## src/rtl/quaternion_vector_rotation_macros.svh

```systemverilog
// ----------------------------------------------------------------------------
// quaternion vector rotation assertion macros
// shared concurrent assertion forms for the rotation block
// ----------------------------------------------------------------------------
`ifndef QUATERNION_VECTOR_ROTATION_MACROS_SVH
`define QUATERNION_VECTOR_ROTATION_MACROS_SVH

// implication checked in the same cycle, switched off while in reset
`define QVR_ASSERT_IMP(lbl, clk, rst, ante, cons, msg) \
  lbl: assert property (@(posedge clk) disable iff (rst) (ante) |-> (cons)) \
    else $error(msg);

// implication checked in the cycle after, also active across reset
`define QVR_ASSERT_NXT(lbl, clk, ante, cons, msg) \
  lbl: assert property (@(posedge clk) (ante) |=> (cons)) else $error(msg);

`endif

```

## src/rtl/qvr_sat.sv

```systemverilog
// ----------------------------------------------------------------------------
// qvr_sat
// scale back to vector format, saturate, and hold the result transaction
// ----------------------------------------------------------------------------
module qvr_sat #(
  parameter int QFB = 14,
  parameter int VW  = 32,
  parameter int MW  = 34
) (
  input  logic                    clk,
  input  logic                    rst,
  input  logic                    up_valid,
  output logic                    up_ready,
  input  logic signed [MW+VW+1:0] acc [3],
  output logic                    dn_valid,
  input  logic                    dn_ready,
  output logic signed [VW-1:0]    res [3],
  output logic                    clamped
);

  localparam int ACC_W = MW + VW + 2;
  localparam int SH_W  = ACC_W - 2 * QFB;
  localparam logic signed [VW-1:0] V_MAX = {1'b0, {(VW-1){1'b1}}};
  localparam logic signed [VW-1:0] V_MIN = {1'b1, {(VW-1){1'b0}}};

  logic                 vld;
  logic                 en;
  logic signed [VW-1:0] sat [3];
  logic [2:0]           hit;

  assign en       = !vld || dn_ready;
  assign up_ready = en;
  assign dn_valid = vld;

  always_comb begin
    logic [SH_W-1:0]  sh;
    logic [SH_W-VW:0] top;
    for (int i = 0; i < 3; i++) begin
      sh  = acc[i][ACC_W-1:2*QFB];
      top = sh[SH_W-1:VW-1];
      // fits when every bit above the result sign matches it
      if ((&top) || !(|top)) begin
        sat[i] = $signed(sh[VW-1:0]);
        hit[i] = 1'b0;
      end else begin
        sat[i] = sh[SH_W-1] ? V_MIN : V_MAX;
        hit[i] = 1'b1;
      end
    end
  end

  always_ff @(posedge clk) begin
    if (rst) begin
      vld <= 1'b0;
    end else if (en) begin
      vld <= up_valid;
    end
  end

  always_ff @(posedge clk) begin
    if (en) begin
      res     <= sat;
      clamped <= |hit;
    end
  end

endmodule

```

## config.mk

```make
export PLATFORM = sky130hd
export DESIGN_NAME = qvr_sat
export DESIGN_NICKNAME = d
export VERILOG_FILES = /design/src/rtl/quaternion_vector_rotation_macros.svh /design/src/rtl/qvr_sat.sv
export SDC_FILE = /design/constraint.sdc
export NUM_CORES = 1
export LEC_CHECK = 0
export BUFFER_PORTS_ARGS = -buffer_cell sky130_fd_sc_hd__clkbuf_2
export CELL_PAD_IN_SITES_DETAIL_PLACEMENT = 0
export CELL_PAD_IN_SITES_GLOBAL_PLACEMENT = 1
export CORE_UTILIZATION = 27
export CTS_CLUSTER_DIAMETER = 120
export DETAILED_ROUTE_END_ITERATION = 8
export GPL_ROUTABILITY_DRIVEN = 0
export PLACE_DENSITY_LB_ADDON = 0.25
export SYNTH_ARGS = -nofsm -noshare
export SYNTH_HDL_FRONTEND = slang
export SYNTH_SLANG_ARGS = --single-unit
```

## constraint.sdc

```tcl
create_clock -name clk -period 2.9 [get_ports clk]
set_clock_uncertainty 0.05 [all_clocks]
set_input_delay 0.145 -clock clk [delete_from_list [all_inputs] [get_ports clk]]
set_output_delay 0.145 -clock clk [all_outputs]
set_load 0.05 [all_outputs]
```

==> metrics.csv <==
stage,metric,value,unit
timing,setup_viol,0,
global_route,grt_max_degree,50,
timing,max_freq,640.2,MHz
global_route,track_usage,12.39,%
critical_path,cpPeakStageDelay,0.36,ns
global_route,antenna_found_initial,0,
timing,min_period_over_period,53.86,%
timing,report.final.slew_viol_count,0,
critical_path,cp-start-kind,register,
detailed_routing,dr.pass1.iters,7,
power_and_ir_drop,power.leakage,2.862,nW
global_route,grt_first_pass_wirelength,14900,µm
global_route,gr-total-overflow,0,
synth,avgSynthCellArea,16.80,µm²
critical_path,crit_arrival,1.37,ns
synth,synth_seq_cells,98,
timing,finalSetupTns,0,ns
synth,yosysSeqAreaShare,71.55,%
place,postPlaceCellArea,5288,µm²
synth,syn_inst,244,
detailed_routing,drt_iter0_drc,147,
finish,nets,671,
power_and_ir_drop,p_per_area,623.5,nW/µm²
detailed_routing,drc_errors,34,
cts,cts_num_sinks,98,
cts,numCtsBuffers,9,
synth,ys_warn_count,0,
die,initial_core_util,27.89,%
detailed_routing,met1_length,3956,µm
critical_path,worstPathCellList,"nand2b_4, clkbuf_2",
detailed_routing,finalWirelength,9573,µm
cts,worst_skew_pair.late_latency,0.34,ns
critical_path,cp_num_cells,2,
cts,clk_pin_slew,0.06,ns
die,die_height,125.2,µm
critical_path,slowest_stage,clkbuf_2,
timing,relSlewSlack,50.37,%
detailed_routing,vias_per_cell,4.375,
detailed_routing,routed-wl-met2,4499,µm
critical_path,crit_buf_inv,1,
place,dp_hpwl,6882,µm
timing,timing.final.crit_period,1.562,ns
critical_path,ff2ff_path_depth,3,
timing,hold-worst-slack,0.02353,ns
cts,clockBufferDepth,2,
critical_path,cp.required,2.71,ns
power_and_ir_drop,ir_drop,0.0002399,V
critical_path,crit_path_end_kind,primary output,
finish,fillCellCount,1445,
finish,n_antenna_cell,0,
finish,syn2layout_area_growth,36.23,%
synth,synthesis.area,4099,µm²
cts,htree_num_levels,3,
detailed_routing,top_layer,met4,
place,io_buffers,222,
synth,syn_nets,452,
cts,cts-root-buf,clkbuf_16,
finish,drive_gt1_share,54.18,%
run,drv_cap,0,
synth,synth_cell_types,24,
die,coreArea,14700,µm²
die,dieArea,15680,µm²
detailed_routing,vias,2848,
global_route,grt_pass1_vias,2919,
die,die_w,125.2,µm
finish,stdcell_area,5584,µm²
detailed_routing,postRouteAntennaNets,0,
outcome,violations,DRC,
die,pin_count,307,
timing,tightest_slew,0.7429,ns
die,row_count,44,
detailed_routing,wl_met3,951,µm
hold_path,min_path_cells,2,
critical_path,critPathMaxFanout,28,
timing,report.final.hold_viol_count,0,
timing,grt_setup_unrepaired,no,
critical_path,critical_path_class,register to primary output,
critical_path,cp_top_family,buffers and inverters,
outcome,status,finished with violations,
hold_path,hp-class,input port to register,
cts,cts_resized,0,
detailed_routing,wl_per_cell,14.71,µm
cts,cts_tree,yes,
-- registers in the layout, indices dropped and copies added (netlist names) --
| register | cells |
|---|---|
| dn_valid | 1 |
| clamped | 1 |
| res | 96 |
-- cells by family after synthesis --
group / Yosys count / share of synthesized area, %
flops: 98 / 71.55
compound gates: 96 / 18.25
simple gates: 28 / 4.823
buf+inv: 22 / 5.372
-- routing by layer --
layer | global-route usage [%] | vias to the layer above
met3 | 4.664 | 10
met4 | 6.026 | 0
met2 | 19.91 | 139
met5 | 0 | -
li1 | - | 1375
met1 | 14.61 | 1324
-- through the flow --
| step | setup slack (ns) | util [%] | cells | power [W] |
|---|---|---|---|---|
| 3_5_place_dp | 1.155 | 35.97 | 634 | 0.002377 |
| 2_1_floorplan | 0.3780 | - | 244 | 0.002184 |
| 3_3_place_gp | 1.161 | 35.97 | 634 | 0.002370 |
| 4_1_cts | 1.299 | 37.99 | 651 | 0.003538 |
| 6_report | 1.338 | 37.99 | 651 | 0.003482 |
| 5_1_grt | 1.246 | 37.99 | 651 | 0.003608 |
-- worst reg2reg max path: stages, from the launching register on --
cell and delay (ns):
dfxtp_1 0.38, nand2b_4 0.25, a21oi_1 0.22, dlygate4sd3_1 0.56
-- cell type report --
cell class	count	area, µm²	area share, %
sequential	98	2933	52.52
timing repair buffer	229	1181	21.15
clock buffer	11	232.7	4.168
multi-input combinational	124	959.7	17.19
inverter	1	3.754	0.06722
tap	184	230.2	4.123
clock inverter	4	43.79	0.7842
-- cells in the mapped netlist (all sizes together) --
cell type	instances	area share, %
nor3	4	0.61
clkbuf	7	1.6
nor4	3	0.76
nand3	7	1.1
nor2b	2	0.67
nor2	3	0.27
nand2b	1	0.15
edfxtp	97	71
a21o	93	17
o31ai	2	1.0
buf	14	3.7
nand2	3	0.27
a21oi	1	0.12
nor3b	1	0.31
dfxtp	1	0.49
or2b	1	0.21
inv	1	0.091
nand4	3	0.46
-- power breakdown --
| group | internal, W | switching [W] | leakage [nW] |
|---|---|---|---|
| combinational | 0.000170 | 0.000479 | 1.71 |
| sequential | 0.00167 | 0.0000267 | 1.01 |
| clock | 0.000659 | 0.000481 | 0.137 |
| total | 0.00250 | 0.000986 | 2.86 |
-- cell usage in the layout, fill, tap and decap left out, drive strengths merged, types with 2 or more instances in the layout --
master	instances
clkbuf	233
edfxtp	97
a21o	93
nand3	7
buf	5
nor3	4
nand2	3
nand4	3
nor2	3
nor4	3
clkinv	3
o31ai	2
nor2b	2
dlygate4sd3	2
-- final timing paths --
path | endpoint | start | slack, ns
setup / recovery | up_ready | dn_valid | 1.34
hold / removal | res[39] | acc[103] | 0.02
setup reg to reg | dn_valid | dn_valid | 1.39
hold reg to reg | res[26] | dn_valid | 0.83
-- timing repair --
action	CTS	global route
hold buffers	2	0
buffers inserted	0	0
hold endpoints to repair	1	0
No activity file was read; power rests on OpenSTA's default activity.
